`src/hw/rtl/mct_pkg.sv`:
```
`timescale 1ns / 1ps

package mct_pkg;

	// Time field limits
	localparam logic [6:0]  MAX_MINUTES   = 7'd99;
	localparam logic [5:0]  SECONDS_LAST  = 6'd59;
	localparam logic [15:0] COUNT_MAX     = 16'hFFFF;

	// Register reset values
	localparam logic [6:0]  START_MIN_RST = 7'd5;
	localparam logic [15:0] HOLD_MS_RST   = 16'd2000;
	localparam logic [15:0] SECOND_MS_RST = 16'd1000;

	// Register indexes on the configuration port
	localparam logic [1:0] CFG_START_MINUTES = 2'd0;
	localparam logic [1:0] CFG_HOLD_MS       = 2'd1;
	localparam logic [1:0] CFG_SECOND_MS     = 2'd2;

	typedef enum logic [1:0] {
		MODE_SETTING  = 2'd0,
		MODE_RUNNING  = 2'd1,
		MODE_PAUSED   = 2'd2,
		MODE_FINISHED = 2'd3
	} mode_t;

	typedef struct packed {
		logic [6:0]  start_minutes;
		logic [15:0] hold_ms;
		logic [15:0] second_ms;
	} cfg_t;

	typedef struct packed {
		logic ms_tick;
		logic right_held;
		logic up_press;
		logic down_press;
		logic right_press;
	} in_word_t;

	typedef struct packed {
		mode_t       mode;
		logic [6:0]  minutes;
		logic [5:0]  seconds;
		logic        edit_sec;
		logic [15:0] hold_cnt;
		logic [15:0] tick_cnt;
	} timer_state_t;

	function automatic logic [15:0] sat_inc(input logic [15:0] c);
		sat_inc = (c == COUNT_MAX) ? c : c + 16'd1;
	endfunction

endpackage

```
`src/hw/rtl/mct_cfg_regs.sv`:
```
`timescale 1ns / 1ps

module mct_cfg_regs (
	input  logic            clk,
	input  logic            arst_n,
	input  logic            cfg_valid,
	input  logic [1:0]      cfg_index,
	input  logic [15:0]     cfg_data,
	output mct_pkg::cfg_t   cfg
);

	mct_pkg::cfg_t cfg_q;

	always_ff @(posedge clk or negedge arst_n) begin
		if (!arst_n) begin
			cfg_q.start_minutes <= mct_pkg::START_MIN_RST;
			cfg_q.hold_ms       <= mct_pkg::HOLD_MS_RST;
			cfg_q.second_ms     <= mct_pkg::SECOND_MS_RST;
		end else if (cfg_valid) begin
			unique case (cfg_index)
				mct_pkg::CFG_START_MINUTES: cfg_q.start_minutes <= cfg_data[6:0];
				mct_pkg::CFG_HOLD_MS:       cfg_q.hold_ms       <= cfg_data;
				mct_pkg::CFG_SECOND_MS:     cfg_q.second_ms     <= cfg_data;
				default: ; // unmapped index, write dropped
			endcase
		end
	end

	assign cfg = cfg_q;

endmodule

```
`src/hw/rtl/mct_in_reg.sv`:
```
`timescale 1ns / 1ps

module mct_in_reg (
	input  logic                clk,
	input  logic                arst_n,
	input  logic                in_valid,
	input  mct_pkg::in_word_t   in_word,
	input  logic                fire,
	output logic                in_stall,
	output logic                valid_s1,
	output mct_pkg::in_word_t   word_s1
);

	logic accept;

	// stage holds while its word cannot move on
	assign in_stall = valid_s1 && !fire;
	assign accept   = in_valid && !in_stall;

	always_ff @(posedge clk or negedge arst_n) begin
		if (!arst_n) begin
			valid_s1 <= 1'b0;
		end else begin
			valid_s1 <= accept || (valid_s1 && !fire);
		end
	end

	always_ff @(posedge clk) begin
		if (accept) begin
			word_s1 <= in_word;
		end
	end

endmodule

```
`src/hw/rtl/mct_core.sv`:
```
`timescale 1ns / 1ps

module mct_core (
	input  logic                  clk,
	input  logic                  arst_n,
	input  logic                  fire,
	input  mct_pkg::in_word_t     word_s1,
	input  mct_pkg::cfg_t         cfg,
	output mct_pkg::timer_state_t cur_state,
	output mct_pkg::timer_state_t nxt_state
);

	mct_pkg::timer_state_t state_q;
	mct_pkg::timer_state_t nxt;
	logic [6:0]            reload_min;
	logic [15:0]           hold_inc;
	logic [15:0]           tick_inc;

	assign reload_min = (cfg.start_minutes > mct_pkg::MAX_MINUTES) ?
		mct_pkg::MAX_MINUTES : cfg.start_minutes;

	always_ff @(posedge clk or negedge arst_n) begin
		if (!arst_n) begin
			state_q.mode     <= mct_pkg::MODE_SETTING;
			state_q.minutes  <= mct_pkg::START_MIN_RST;
			state_q.seconds  <= '0;
			state_q.edit_sec <= 1'b0;
			state_q.hold_cnt <= '0;
			state_q.tick_cnt <= '0;
		end else if (fire) begin
			state_q <= nxt;
		end
	end

	always_comb begin
		nxt      = state_q;
		hold_inc = '0;
		tick_inc = '0;

		// long press on right forces a reload before the mode logic
		if (word_s1.right_held) begin
			hold_inc = word_s1.ms_tick ? mct_pkg::sat_inc(state_q.hold_cnt) :
				state_q.hold_cnt;
			if (hold_inc >= cfg.hold_ms) begin
				nxt.mode     = mct_pkg::MODE_SETTING;
				nxt.minutes  = reload_min;
				nxt.seconds  = '0;
				nxt.edit_sec = 1'b0;
				nxt.hold_cnt = '0;
			end else begin
				nxt.hold_cnt = hold_inc;
			end
		end else begin
			nxt.hold_cnt = '0;
		end

		unique case (nxt.mode)
			mct_pkg::MODE_SETTING: begin
				if (word_s1.up_press) begin
					if (!nxt.edit_sec) begin
						if (nxt.minutes < mct_pkg::MAX_MINUTES)
							nxt.minutes = nxt.minutes + 7'd1;
					end else begin
						nxt.seconds = (nxt.seconds >= mct_pkg::SECONDS_LAST) ?
							6'd0 : nxt.seconds + 6'd1;
					end
				end
				if (word_s1.down_press)
					nxt.edit_sec = !nxt.edit_sec;
				if (word_s1.right_press && (nxt.minutes != '0 || nxt.seconds != '0)) begin
					nxt.mode     = mct_pkg::MODE_RUNNING;
					nxt.tick_cnt = '0;
				end
			end
			mct_pkg::MODE_RUNNING: begin
				tick_inc = word_s1.ms_tick ? mct_pkg::sat_inc(nxt.tick_cnt) :
					nxt.tick_cnt;
				if (tick_inc >= cfg.second_ms) begin
					if (nxt.seconds != '0) begin
						nxt.seconds = nxt.seconds - 6'd1;
					end else if (nxt.minutes != '0) begin
						nxt.minutes = nxt.minutes - 7'd1;
						nxt.seconds = mct_pkg::SECONDS_LAST;
					end
					nxt.tick_cnt = '0;
					if (nxt.minutes == '0 && nxt.seconds == '0)
						nxt.mode = mct_pkg::MODE_FINISHED;
				end else begin
					nxt.tick_cnt = tick_inc;
				end
				// right wins over a finish in the same pass
				if (word_s1.right_press)
					nxt.mode = mct_pkg::MODE_PAUSED;
			end
			mct_pkg::MODE_PAUSED: begin
				if (word_s1.right_press) begin
					nxt.mode     = mct_pkg::MODE_RUNNING;
					nxt.tick_cnt = '0;
				end
			end
			mct_pkg::MODE_FINISHED: begin
				if (word_s1.right_press) begin
					nxt.mode     = mct_pkg::MODE_SETTING;
					nxt.minutes  = reload_min;
					nxt.seconds  = '0;
					nxt.edit_sec = 1'b0;
				end
			end
			default: ;
		endcase
	end

	assign cur_state = state_q;
	assign nxt_state = nxt;

endmodule

```
`src/hw/rtl/mmss_countdown_timer.sv`:
```
`timescale 1ns / 1ps

// Minutes:seconds countdown timer.
// Input channel (in_valid / in_stall): one word per control-loop pass, carrying
// the millisecond tick, the right-button level and the up/down/right press events.
// Output channel (out_valid / out_stall): one word per input word, holding the
// time, mode and selected field as they stand after that pass.
// Config channel (cfg_valid / cfg_ready, always ready): index 0 start minutes,
// 1 hold time in ticks, 2 ticks per second; other indexes are dropped. Write only
// while no word is in flight.
// A taken word sits in the input register; once the result register is free, the
// state update runs on it and loads the result register, which raises out_valid.
// Throughput: one word per cycle while the result register is not stalled.
// A stalled result holds in the output register; the input register keeps taking
// one more word, then in_stall rises until the output frees up.
// Reset: registers return to 5 min / 2000 / 1000, time 05:00 in setting mode
// with minutes selected, both counters cleared, both channels empty.

module mmss_countdown_timer (
	input  logic        clk,
	input  logic        arst_n,
	// input words
	input  logic        in_valid,
	output logic        in_stall,
	input  logic        ms_tick,
	input  logic        right_held,
	input  logic        up_press,
	input  logic        down_press,
	input  logic        right_press,
	// result words
	output logic        out_valid,
	input  logic        out_stall,
	output logic [6:0]  shown_minutes,
	output logic [5:0]  shown_seconds,
	output logic [1:0]  mode,
	output logic        editing_seconds,
	// configuration writes
	input  logic        cfg_valid,
	output logic        cfg_ready,
	input  logic [1:0]  cfg_index,
	input  logic [15:0] cfg_data
);

	mct_pkg::cfg_t         cfg;
	mct_pkg::in_word_t     in_word;
	mct_pkg::in_word_t     word_s1;
	mct_pkg::timer_state_t cur_state;
	mct_pkg::timer_state_t nxt_state;
	logic                  valid_s1;
	logic                  fire;
	logic                  out_valid_q;

	assign cfg_ready = 1'b1;

	assign in_word.ms_tick     = ms_tick;
	assign in_word.right_held  = right_held;
	assign in_word.up_press    = up_press;
	assign in_word.down_press  = down_press;
	assign in_word.right_press = right_press;

	// stage-1 word moves into the result register when that is free
	assign fire = valid_s1 && (!out_valid_q || !out_stall);

	mct_cfg_regs u_cfg (
		.clk       (clk),
		.arst_n    (arst_n),
		.cfg_valid (cfg_valid),
		.cfg_index (cfg_index),
		.cfg_data  (cfg_data),
		.cfg       (cfg)
	);

	mct_in_reg u_in (
		.clk      (clk),
		.arst_n   (arst_n),
		.in_valid (in_valid),
		.in_word  (in_word),
		.fire     (fire),
		.in_stall (in_stall),
		.valid_s1 (valid_s1),
		.word_s1  (word_s1)
	);

	mct_core u_core (
		.clk       (clk),
		.arst_n    (arst_n),
		.fire      (fire),
		.word_s1   (word_s1),
		.cfg       (cfg),
		.cur_state (cur_state),
		.nxt_state (nxt_state)
	);

	// result register
	always_ff @(posedge clk or negedge arst_n) begin
		if (!arst_n) begin
			out_valid_q <= 1'b0;
		end else begin
			out_valid_q <= fire || (out_valid_q && out_stall);
		end
	end

	always_ff @(posedge clk) begin
		if (fire) begin
			shown_minutes   <= nxt_state.minutes;
			shown_seconds   <= nxt_state.seconds;
			mode            <= nxt_state.mode;
			editing_seconds <= nxt_state.edit_sec;
		end
	end

	assign out_valid = out_valid_q;

`ifndef SYNTHESIS
	a_fire_gives_result: assert property (@(posedge clk) disable iff (!arst_n)
		fire |=> out_valid)
		else $error("result word missing after state update");

	a_seconds_range: assert property (@(posedge clk) disable iff (!arst_n)
		cur_state.seconds <= mct_pkg::SECONDS_LAST)
		else $error("seconds count out of range");

	a_minutes_range: assert property (@(posedge clk) disable iff (!arst_n)
		cur_state.minutes <= mct_pkg::MAX_MINUTES)
		else $error("minutes count out of range");

	a_stall_only_when_full: assert property (@(posedge clk) disable iff (!arst_n)
		in_stall |-> (valid_s1 && out_valid && out_stall))
		else $error("input stalled with room downstream");

	a_state_holds_idle: assert property (@(posedge clk) disable iff (!arst_n)
		!fire |=> $stable(cur_state))
		else $error("timer state changed without a word");
`endif

endmodule

```
`config.mk`:
```
export PLATFORM = sky130hd
export DESIGN_NAME = mmss_countdown_timer
export DESIGN_NICKNAME = d
export VERILOG_FILES = /design/src/hw/rtl/mct_pkg.sv /design/src/hw/rtl/mct_cfg_regs.sv /design/src/hw/rtl/mct_in_reg.sv /design/src/hw/rtl/mct_core.sv /design/src/hw/rtl/mmss_countdown_timer.sv
export SDC_FILE = /design/constraint.sdc
export NUM_CORES = 1
export LEC_CHECK = 0
export ABC_AREA = 1
export ABC_CLOCK_PERIOD_IN_PS = 8150
export BUFFER_PORTS_ARGS = -buffer_cell sky130_fd_sc_hd__buf_2
export CAP_MARGIN = 30
export CORE_UTILIZATION = 40
export CTS_BUF_LIST = sky130_fd_sc_hd__clkbuf_4
export DETAILED_ROUTE_END_ITERATION = 7
export HOLD_SLACK_MARGIN = 0.12
export PLACE_DENSITY_LB_ADDON = 0.15
export SYNTH_ARGS = -nofsm -noshare
export SYNTH_HDL_FRONTEND = slang
export SYNTH_HIERARCHICAL = 1
export SYNTH_SLANG_ARGS = --single-unit
```
`constraint.sdc`:
```
create_clock -name clk -period 8.15 [get_ports clk]
set_input_delay 1.2225 -clock clk [delete_from_list [all_inputs] [get_ports clk]]
set_output_delay 1.2225 -clock clk [all_outputs]
set_load 0.03 [all_outputs]
```
==> results of run 1 <==
-- final cells by class --
cell class                      instances  area (µm²)
Fill cell                            2205       12000
Multi-Input combinational cell        876        4710
Sequential cell                       110        2880
Inverter                              183         702
Tap cell                              275         344
Timing Repair Buffer                   51         273
Clock buffer                           10        75.1
Clock inverter                          6        50.0
Antenna cell                            1        2.50
-- stage by stage --
step / std cells / instance area, µm² / utilization [%] / power, mW / setup WS, ns
floorplan: 1216 / 8560 / - / 1.95 / 3.07
global placement: 1495 / 8910 / 42.4 / 2.33 / 2.16
detailed placement: 1495 / 8910 / 42.4 / 2.32 / 2.14
CTS: 1511 / 9030 / 43.0 / 2.61 / 2.07
global route: 1512 / 9030 / 43.0 / 2.84 / 1.33
finish: 1512 / 9030 / 43.0 / 2.60 / 2.02
-- sequential cells by signal (all words and copies together) (netlist names) --
| signal | count |
|---|---|
| u_cfg/cfg | 39 |
| mode | 2 |
| u_in/valid_s1 | 1 |
| u_in/word_s1 | 5 |
| shown_minutes | 7 |
| editing_seconds | 1 |
| shown_seconds | 6 |
| u_core/cur_state | 48 |
| out_valid | 1 |
-- cells in the final DEF, fill, tap and decap left out, drive strengths merged --
master and count:
o21bai 1, dfrtp 73, conb 1, o211ai 6, xnor2 1, xor2 26, clkinv 3, o311ai 1
a32oi 1, o21ai 83, inv 186, a41oi 2, o2111ai 2, nand3 87, a221oi 1, a21oi 36
nor4 6, o221ai 1, ha 44, nor3 15, diode 1, edfxtp 21, a21o 1, a22oi 1
dfstp 16, o21a 2, o31ai 2, nand3b 1, buf 51, o22ai 4, nand2 408, clkbuf 10
nor2 77, a31oi 16, nand4 50
-- power by group --
part | internal, mW | leakage (nW) | switching, mW
logic | 0.441 | 3.27 | 1.05
registers | 0.728 | 1.33 | 0.114
clock network | 0.0718 | 0.0740 | 0.199
total | 1.24 | 4.68 | 1.36
-- routing by layer --
metal / wire length, µm / GRT usage, %
met5: 0 / 0
met4: 395 / 5.52
met3: 1140 / 4.11
met2: 10400 / 35.2
met1: 11100 / 30.4
-- critical path, delay by kind of cell (launching register included) --
| family | cells | cell delay [ns] |
|---|---|---|
| buffers and inverters | 10 | 1.34 |
| AND/OR/NAND/NOR | 20 | 3.15 |
| AO/OA/AOI/OAI | 1 | 0.08 |
| adder cells (fa/ha/maj) | 3 | 0.68 |
| XOR/XNOR | 1 | 0.19 |
| flip-flops | 1 | 0.42 |
-- worst paths after layout --
path / start / endpoint / slack, ns / depth (start not counted)
min: u_cfg/cfg[3]$_DFFE_PN1P_ / u_cfg/cfg[3]$_DFFE_PN1P_ / 0.48 / 2
min reg2reg: u_cfg/cfg[3]$_DFFE_PN1P_ / u_cfg/cfg[3]$_DFFE_PN1P_ / 0.48 / 2
max: u_core/cur_state[16]$_DFFE_PN0P_ / mode[0]$_DFFE_PP_ / 2.02 / 35
min in group asynchronous: arst_n / out_valid$_DFF_PN0_ / 0.67 / 1
max in group asynchronous: arst_n / u_core/cur_state[38]$_DFFE_PN0P_ / 6.32 / 2
max reg2reg: u_core/cur_state[16]$_DFFE_PN0P_ / mode[0]$_DFFE_PP_ / 2.02 / 35
==> results.md, run 1 <==
- Most common cell on crit path: sky130_fd_sc_hd__inv_1
- Full die area: 22000 µm²
- Die Height: 148 µm
- Final estimated routing congestion in global placement: 0.903
- Post-Route Setup TNS: 0 ns
- Overflow left after global routing: 0
- Routed wire length: 23100 µm
- Count of buffers inserted at the top-level ports: 45
- Root cell of the clock tree: sky130_fd_sc_hd__clkbuf_4
- Tcrit/Tclk final: 75.2%
- # Post-CTS Setup Buffers: 0
- Number of max-slew violations in the final report: 0
- Unrepaired setup endpoints after global routing: no
- Yosys warnings: 6
- Leakage power total: 4.68 nW
- Wirelength per Cell: 15.3 µm
- Max-Slew Margin vs Limit: 39.8%
- DRC Markers: 0
- Max-cap viol count: 0
- Post-detail-place hpwl: 16700 µm
- Placement row count: 53
- Required time of the critical path: 8.44 ns
- First drt pass iteration count: 5
- Worst IR Drop VDD: 0.000106 V
- Number of antenna violations at the first check in global routing: 1
- Pin count of the biggest net entering global routing: 83
- Clock tree sinks: 110
- Global-route wire length before repair: 38100 µm
- Clock Skews: 0.0352 ns
- Share of layout cells above drive strength 1: 12.6%
- Number of levels the H-tree was split into: 3
- Clock insertion delay at the later pin of the skew report: 0.51 ns
- Hold slack: 0.476 ns
- Pwr per Cell Area: 288 nW/µm²
- Global-route usage over all layers: 22.0%
- # nets final: 1303
- Synthesized area: 8560 µm²
- Min-Delay Path Class: reg -> reg
- Relative area change from synthesis to final layout: 5.52%
- Resized Gates After CTS: 0
- Number of nets produced by synthesis: 1288
- Run status: finished, final reports clean
- CTS buffer count: 9
- Post-Synthesis Cells: 1216
- Min Tclk post-route: 6.13 ns
- Count of pins on the block boundary: 47
- Core area: 21000 µm²
- Max stage delay cell, worst path: sky130_fd_sc_hd__inv_1
- Peak fanout along the critical path: 28
- Number of hold buffers added after cts: 0
- Kind of start point of the critical path: flop
- Clock tree from TritonCTS: yes
- Maximum clock insertion buffer count: 2
- Avg Synthesized Cell Area: 7.04 µm²
- Final Hold Fails: 0
- Die outline width: 148 µm
- Antenna Nets Post-Route: 0
- Routed via count: 7815
- Kind of end point of the critical path: flop
- Fmax: 0.163 GHz
- Via count of the first global-routing pass: 7298
- Max incr delay on CP: 0.54 ns
- Worst Setup Path Type: reg -> reg
- Actual transition at the worst max-transition pin: 0.902 ns
- First DRT Iteration DRCs: 536
- Final setup vio count: 0
- Clock-pin slew reported for the worst setup and hold paths after clock tree synthesis: 0.20 ns
- Via-per-instance ratio: 5.17
- Arr. time, crit path: 6.42 ns
- Initial core utilization: 40.7%
(Power assumes the default switching activity.)
==> run 2, diff against run 1 <==
Settings changed: ABC_AREA 1 to 0, ABC_CLOCK_PERIOD_IN_PS 8150 to 5300.
Clock period 8.15 ns to 5.3 ns, I/O delays scaled along.
==> run 2 against run 1 <==
  * The run now ends with setup timing left
  * Hold slack got worse by 0.26 ns
  * First-iteration DRC count down 5.0%
  * Combinational power is 29% higher
  * Critical path depth shrank 9
  * Synthesized area down 4.6%
  * Design area increased by 7.1%
  * Clock power is 80% higher
  * Clock-buffer cell count down 1
  * Critical path type unchanged
  * Highest routed layer unchanged
==> results.md, run 2 <==
- Run status: complete, but fails checks
- Violated checks: setup timing
- Number of nets produced by synthesis: 948 (-26%)
- Via count of the first global-routing pass: 6405 (-12%)
- Minimum setup slack in the final design: -0.0592 ns (-2.08 ns)
- Commonest cells after routing, fill and taps aside: 74 x sky130_fd_sc_hd__nand2_1, 73 x sky130_fd_sc_hd__buf_4, 73 x sky130_fd_sc_hd__dfrtp_1
- Dpl ws: -0.132 ns (-2.28 ns)
- Die Height: 145 µm (-2.3%)
- Fmax: 0.187 GHz (+14%)
- Final Hold Fails: 0 (unchanged)
- Number of logic stages on the critical path including buffering: 26 (-26%)
- First drt pass iteration count: 5 (unchanged)
- Leakage power total: 4.33 nW (-7.5%)
- Avg Synthesized Cell Area: 9.33 µm² (+32%)
- Clock-pin slew reported for the worst setup and hold paths after clock tree synthesis: 0.22 ns (+0.02 ns)
- First DRT Iteration DRCs: 509 (-5.0%)
- Pin count of the biggest net entering global routing: 48 (-42%)
- Max stage delay cell, worst path: sky130_fd_sc_hd__or4_4
- Actual transition at the worst max-transition pin: 0.665 ns (-0.236 ns)
- Count of pins on the block boundary: 47 (unchanged)
- Max-cap viol count: 0 (unchanged)
- Cell depth of the worst flop-to-flop path: 26 (-26%)
- Root cell of the clock tree: sky130_fd_sc_hd__clkbuf_4
- Non-filler instance count after layout: 1228 (-19%)
- Unrepaired setup endpoints after global routing: yes
- Maximum clock insertion buffer count: 2 (unchanged)
- # nets final: 1028 (-21%)
- Initial core utilization: 41.4% (+0.71 points)
- Via-per-instance ratio: 5.58 (+7.9%)
- Count of buffers inserted at the top-level ports: 45 (unchanged)
- Core area: 19700 µm² (-6.2%)
- Overall power of the completed layout: 3.67 mW (+41%)
- Kind of start point of the critical path: flop
- Most common cell after layout, fill and taps aside: sky130_fd_sc_hd__nand2_1
- Share of layout cells above drive strength 1: 33.8% (+21 points)
- Worst IR Drop VDD: 0.000179 V (+68%)
- Wirelength per Cell: 18.1 µm (+19%)
- Routed via count: 6849 (-12%)
- CTS buffer count: 9 (unchanged)
- Number of hold buffers added after cts: 0 (unchanged)
- Final setup vio count: 19 (+19)
- Max incr delay on CP: 0.51 ns (-0.03 ns)
- Pwr per Cell Area: 379 nW/µm² (+32%)
- Clock tree from TritonCTS: yes
- Number of max-slew violations in the final report: 0 (unchanged)
- Arr. time, crit path: 5.76 ns (-0.66 ns)
- Number of levels the H-tree was split into: 3 (unchanged)
- Cell Area, Placed: 8990 µm² (+0.94%)
- Count of buffer and inverter cells on the critical path: 3 (-7)
- Largest delay share family, worst path: simple AND/OR/NAND/NOR gates
- Clock insertion delay at the later pin of the skew report: 0.54 ns (+0.03 ns)
- Min-Delay Path Class: in -> async
- Placement row count: 51 (-3.8%)
- Post-route standard cell area excluding fillers: 9680 µm² (+7.1%)
- Routed wire length: 22200 µm (-3.7%)
- Peak fanout along the critical path: 7 (-75%)
- Synthesized area: 8170 µm² (-4.6%)
- Required time of the critical path: 5.70 ns (-2.74 ns)
- Number of antenna violations at the first check in global routing: 2 (+1)
- Global-route wire length before repair: 35700 µm (-6.1%)
- Global-route usage over all layers: 21.4% (-0.54 points)
- Clock tree sinks: 110 (unchanged)
- Clock Skews: 0.0438 ns (+0.00862 ns)
- Max-Slew Margin vs Limit: 55.5% (+16 points)
- DRC Markers: 0 (unchanged)
- Post-detail-place hpwl: 16000 µm (-3.7%)
- Number of flip-flops in the largest register: 48 (unchanged)
- Die outline width: 145 µm (-2.3%)
- Cell total after placement: 1191 (-20%)
- Worst Setup Path Type: reg -> reg
- Relative area change from synthesis to final layout: 18.5%
- Top reg by flops: u_core/cur_state
- Overflow left after global routing: 0 (unchanged)
- Kind of end point of the critical path: flop
- Post-Synthesis Cells: 876 (-28%)
- Yosys warnings: 6 (unchanged)
- Min Tclk post-route: 5.36 ns (-0.770 ns)
- Tcrit/Tclk final: 101% (+26 points)
- Full die area: 21000 µm² (-4.5%)
- Antenna Nets Post-Route: 0 (unchanged)
- Register-to-register setup slack: -0.06 ns (-2.08 ns)
- Final estimated routing congestion in global placement: 0.863 (-4.4%)
==> run 2: final cells by class <==
cell class | instances | area [µm²]
tap | 265 | 332
timing repair buffer | 118 | 779
clock inverter | 7 | 101
antenna | 2 | 5.00
sequential | 110 | 2880
inverter | 67 | 254
clock buffer | 9 | 67.6
fill | 1884 | 10000
multi-input combinational | 650 | 5260
==> run 2: power breakdown <==
part	switching (mW)	total [mW]	leakage, nW	internal [mW]
Sequential	0.203	1.26	1.32	1.06
Combinational	1.11	1.92	2.92	0.806
Clock	0.361	0.487	0.0873	0.126
==> run 2: per-stage QoR <==
step	util, %	setup TNS, ns	hold WS [ns]
6_report	49.1	-0.343	0.212
5_1_grt	49.1	-8.26	0.218
4_1_cts	47.5	-0.650	0.197
3_5_place_dp	45.6	-1.00	0.479
3_3_place_gp	45.6	-0.510	0.487
2_1_floorplan	-	-0.575	0.458
==> run 2: path summary, 6_finish.rpt <==
| check | start | to |
|---|---|---|
| setup / recovery | u_core/cur_state[19]$_DFFE_PN0P_ | mode[1]$_DFFE_PP_ |
| hold reg to reg | u_core/cur_state[47]$_DFFE_PN0P_ | u_core/cur_state[47]$_DFFE_PN0P_ |
| min in group clk | ms_tick | u_in/word_s1[4]$_DFFE_PP_ |
| hold / removal | arst_n | u_core/cur_state[12]$_DFFE_PN0P_ |
| max in group asynchronous | arst_n | u_core/cur_state[40]$_DFFE_PN0P_ |
| setup reg to reg | u_core/cur_state[19]$_DFFE_PN0P_ | mode[1]$_DFFE_PP_ |
==> run 2: repair_timing <==
item	in CTS	in global routing
endpoints found under the hold margin	0	0
setup endpoints to repair	20	44
buffers inserted	14	6
resized for setup	21	56
cloned	1	0
pin swaps	7	36
==> run 2: routing by layer <==
layer | wire (µm) | track usage [%] | up-vias
met2 | 9860 | 32.0 | 164
met4 | 233 | 5.05 | 0
met1 | 10900 | 31.8 | 3304
met5 | 0 | 0 | -
li1 | - | - | 3364
met3 | 1190 | 3.74 | 17
==> run 3, diff against run 2 <==
Settings changed: PLACE_DENSITY set to 0.65, PLACE_DENSITY_LB_ADDON 0.15 to unset.
==> run 3 against run 2 <==
  * The flow still finishes with violations (setup timing)
  * Sequential share of layout area increased by 0.82 points
  * Power decreased by 3.4%
  * Clock-buffer cell count increased by 1
  * Largest power group unchanged
  * Clock skew decreased by 0.019 ns
  * Non-clock buffer count decreased by 13
==> results.md, run 3 (synthesis gave the netlist of run 2 again) <==
- Overall power of the completed layout: 3.54 mW (-3.4%)
- Top reg by flops: u_core/cur_state
- Number of levels the H-tree was split into: 3 (unchanged)
- Via count of the first global-routing pass: 6640 (+3.7%)
- Final estimated routing congestion in global placement: 0.898 (+4.0%)
- Overflow left after global routing: 0 (unchanged)
- Clock Skews: 0.0249 ns (-0.0189 ns)
- Worst Setup Path Type: reg -> reg
- Full die area: 21000 µm² (unchanged)
- Clock-pin slew reported for the worst setup and hold paths after clock tree synthesis: 0.18 ns (-0.04 ns)
- Final Hold Fails: 0 (unchanged)
- Min Tclk post-route: 5.32 ns (-0.0394 ns)
- DRC Markers: 0 (unchanged)
- Minimum setup slack in the final design: -0.0198 ns (+0.0394 ns)
- Internal power component: 1.94 mW (-2.4%)
- Number of max-slew violations in the final report: 0 (unchanged)
- Tcrit/Tclk final: 100% (-0.74 points)
- Clock insertion delay at the later pin of the skew report: 0.51 ns (-0.03 ns)
- Pin count of the biggest net entering global routing: 52 (+8.3%)
- Violated checks: setup timing
- Via-per-instance ratio: 5.65 (+1.3%)
- Relative area change from synthesis to final layout: 15.3%
- Leakage power total: 4.22 nW (-2.6%)
- Sw frac: 45.2% (-0.57 points)
- Kind of end point of the critical path: flop
- # nets final: 1014 (-1.4%)
- Number of flip-flops in the largest register: 48 (unchanged)
- Post-detail-place hpwl: 15400 µm (-4.2%)
- Layout filler cell count: 1845 (-2.1%)
- Max-Slew Margin vs Limit: 37.6% (-18 points)
- Antenna Nets Post-Route: 0 (unchanged)
- Min-Delay Path Class: in -> async
- Share of layout cells above drive strength 1: 31.0% (-2.8 points)
- Max stage delay cell, worst path: sky130_fd_sc_hd__or4_4
- Commonest cells after routing, fill and taps aside: 76 x sky130_fd_sc_hd__nand2_1, 73 x sky130_fd_sc_hd__dfrtp_1, 67 x sky130_fd_sc_hd__mux2_2
- Global-route usage over all layers: 20.7% (-0.71 points)
- Run status: complete, but fails checks
- First drt pass iteration count: 5 (unchanged)
- Most common cell after layout, fill and taps aside: sky130_fd_sc_hd__nand2_1
- Max incr delay on CP: 0.52 ns (about the same)
- Fmax: 0.188 GHz (+0.74%)
- Sequential group share of total power: 35.6% (+1.2 points)
- Pwr per Cell Area: 376 nW/µm² (-0.72%)
- Peak fanout along the critical path: 7 (unchanged)
- Count of pins on the block boundary: 47 (unchanged)
- CTS buffer count: 9 (unchanged)
- Number of hold buffers added after cts: 0 (unchanged)
- Arr. time, crit path: 5.73 ns (-0.03 ns)
- Count of buffers inserted at the top-level ports: 45 (unchanged)
- Unrepaired setup endpoints after global routing: yes
- Register-to-register setup slack: -0.02 ns (+0.04 ns)
- Die outline width: 145 µm (unchanged)
- Dpl ws: -0.119 ns (+0.0127 ns)
- Actual transition at the worst max-transition pin: 0.934 ns (+0.269 ns)
- Worst IR Drop VDD: 0.000175 V (-2.3%)
- Root cell of the clock tree: sky130_fd_sc_hd__clkbuf_4
- Kind of start point of the critical path: flop
- Die Height: 145 µm (unchanged)
- Clock tree from TritonCTS: yes
- Clock tree sinks: 110 (unchanged)
- Wirelength per Cell: 17.5 µm (-3.5%)
- Placement row count: 51 (unchanged)
- First DRT Iteration DRCs: 482 (-5.3%)
- Clock network fraction of total power: 11.7% (-1.6 points)
- Required time of the critical path: 5.71 ns (about the same)
- Combinational Power Share: 52.7% (+0.4 points)
- Initial core utilization: 41.4% (unchanged)
- Number of antenna violations at the first check in global routing: 2 (unchanged)
- Maximum clock insertion buffer count: 2 (unchanged)
- Global-route wire length before repair: 35000 µm (-2.0%)
- Max-cap viol count: 0 (unchanged)
- Final setup vio count: 2 (-17)
- Net Sw Power: 1.60 mW (-4.6%)
- Routed via count: 6860 (+0.16%)
- Routed wire length: 21200 µm (-4.6%)
- Core area: 19700 µm² (unchanged)
run 3: layout make-up:
class	count	area, µm²	share of cell area (%)
tap	265	332	3.52
clock buffer	10	75.1	0.797
antenna	2	5.00	0.0531
multi-input combinational	649	5130	54.4
clock inverter	6	46.3	0.491
sequential	110	2880	30.6
timing repair buffer	105	702	7.45
inverter	67	254	2.70
run 3: final timing paths:
kind / from / endpoint / cells past startpoint
hold reg to reg: u_cfg/cfg[10]$_DFFE_PN0P_ / u_cfg/cfg[10]$_DFFE_PN0P_ / 1
hold / removal: arst_n / u_core/cur_state[26]$_DFFE_PN0P_ / 1
min in group clk: right_held / u_in/word_s1[3]$_DFFE_PP_ / 1
setup reg to reg: u_core/cur_state[19]$_DFFE_PN0P_ / u_core/cur_state[47]$_DFFE_PN0P_ / 25
setup / recovery: u_core/cur_state[19]$_DFFE_PN0P_ / u_core/cur_state[47]$_DFFE_PN0P_ / 25
max in group asynchronous: arst_n / u_cfg/cfg[3]$_DFFE_PN1P_ / 2
run 3: routing by layer:
layer | up-vias | GRT usage (%) | share of wire (%)
met5 | - | 0 | 0
met4 | 0 | 7.82 | 2.2
met3 | 33 | 3.08 | 5.2
met2 | 198 | 32.2 | 46
met1 | 3310 | 29.0 | 47
li1 | 3319 | - | -
run 3: metrics by stage:
step	area, µm²	setup TNS [ns]	cells	hold WS [ns]	util, %
floorplan	8290	-0.575	876	0.458	-
global placement	8940	0	1184	0.488	45.3
detailed placement	8940	-1.89	1184	0.498	45.3
CTS	9140	-1.16	1205	0.284	46.3
global route	9420	-5.33	1214	0.316	47.8
finish	9420	-0.0286	1214	0.297	47.8
run 3: critical path, delay by kind of cell (launching register included):
| kind | cells | cell delay, ns |
|---|---|---|
| compound gates | 8 | 1.47 |
| fa+ha+maj | 2 | 0.53 |
| buf+inv | 3 | 0.39 |
| flops | 1 | 0.38 |
| mux | 1 | 0.11 |
| simple gates | 11 | 2.33 |
run 3: power groups by stage:
stage	sequential [mW]	clock, mW	combinational (mW)
6_report	1.26	0.416	1.87
5_1_grt	1.29	0.462	2.04
4_1_cts	1.25	0.438	1.74
3_5_place_dp	1.26	0	1.70
3_3_place_gp	1.26	0	1.68
2_1_floorplan	1.22	0	1.22
run 3: what timing repair did:
| action | 4_1_cts | 5_1_grt |
|---|---|---|
| pin swaps | 5 | 18 |
| endpoints found under the setup margin | 21 | 46 |
| gates resized for setup | 9 | 48 |
| setup buffers | 5 | 7 |
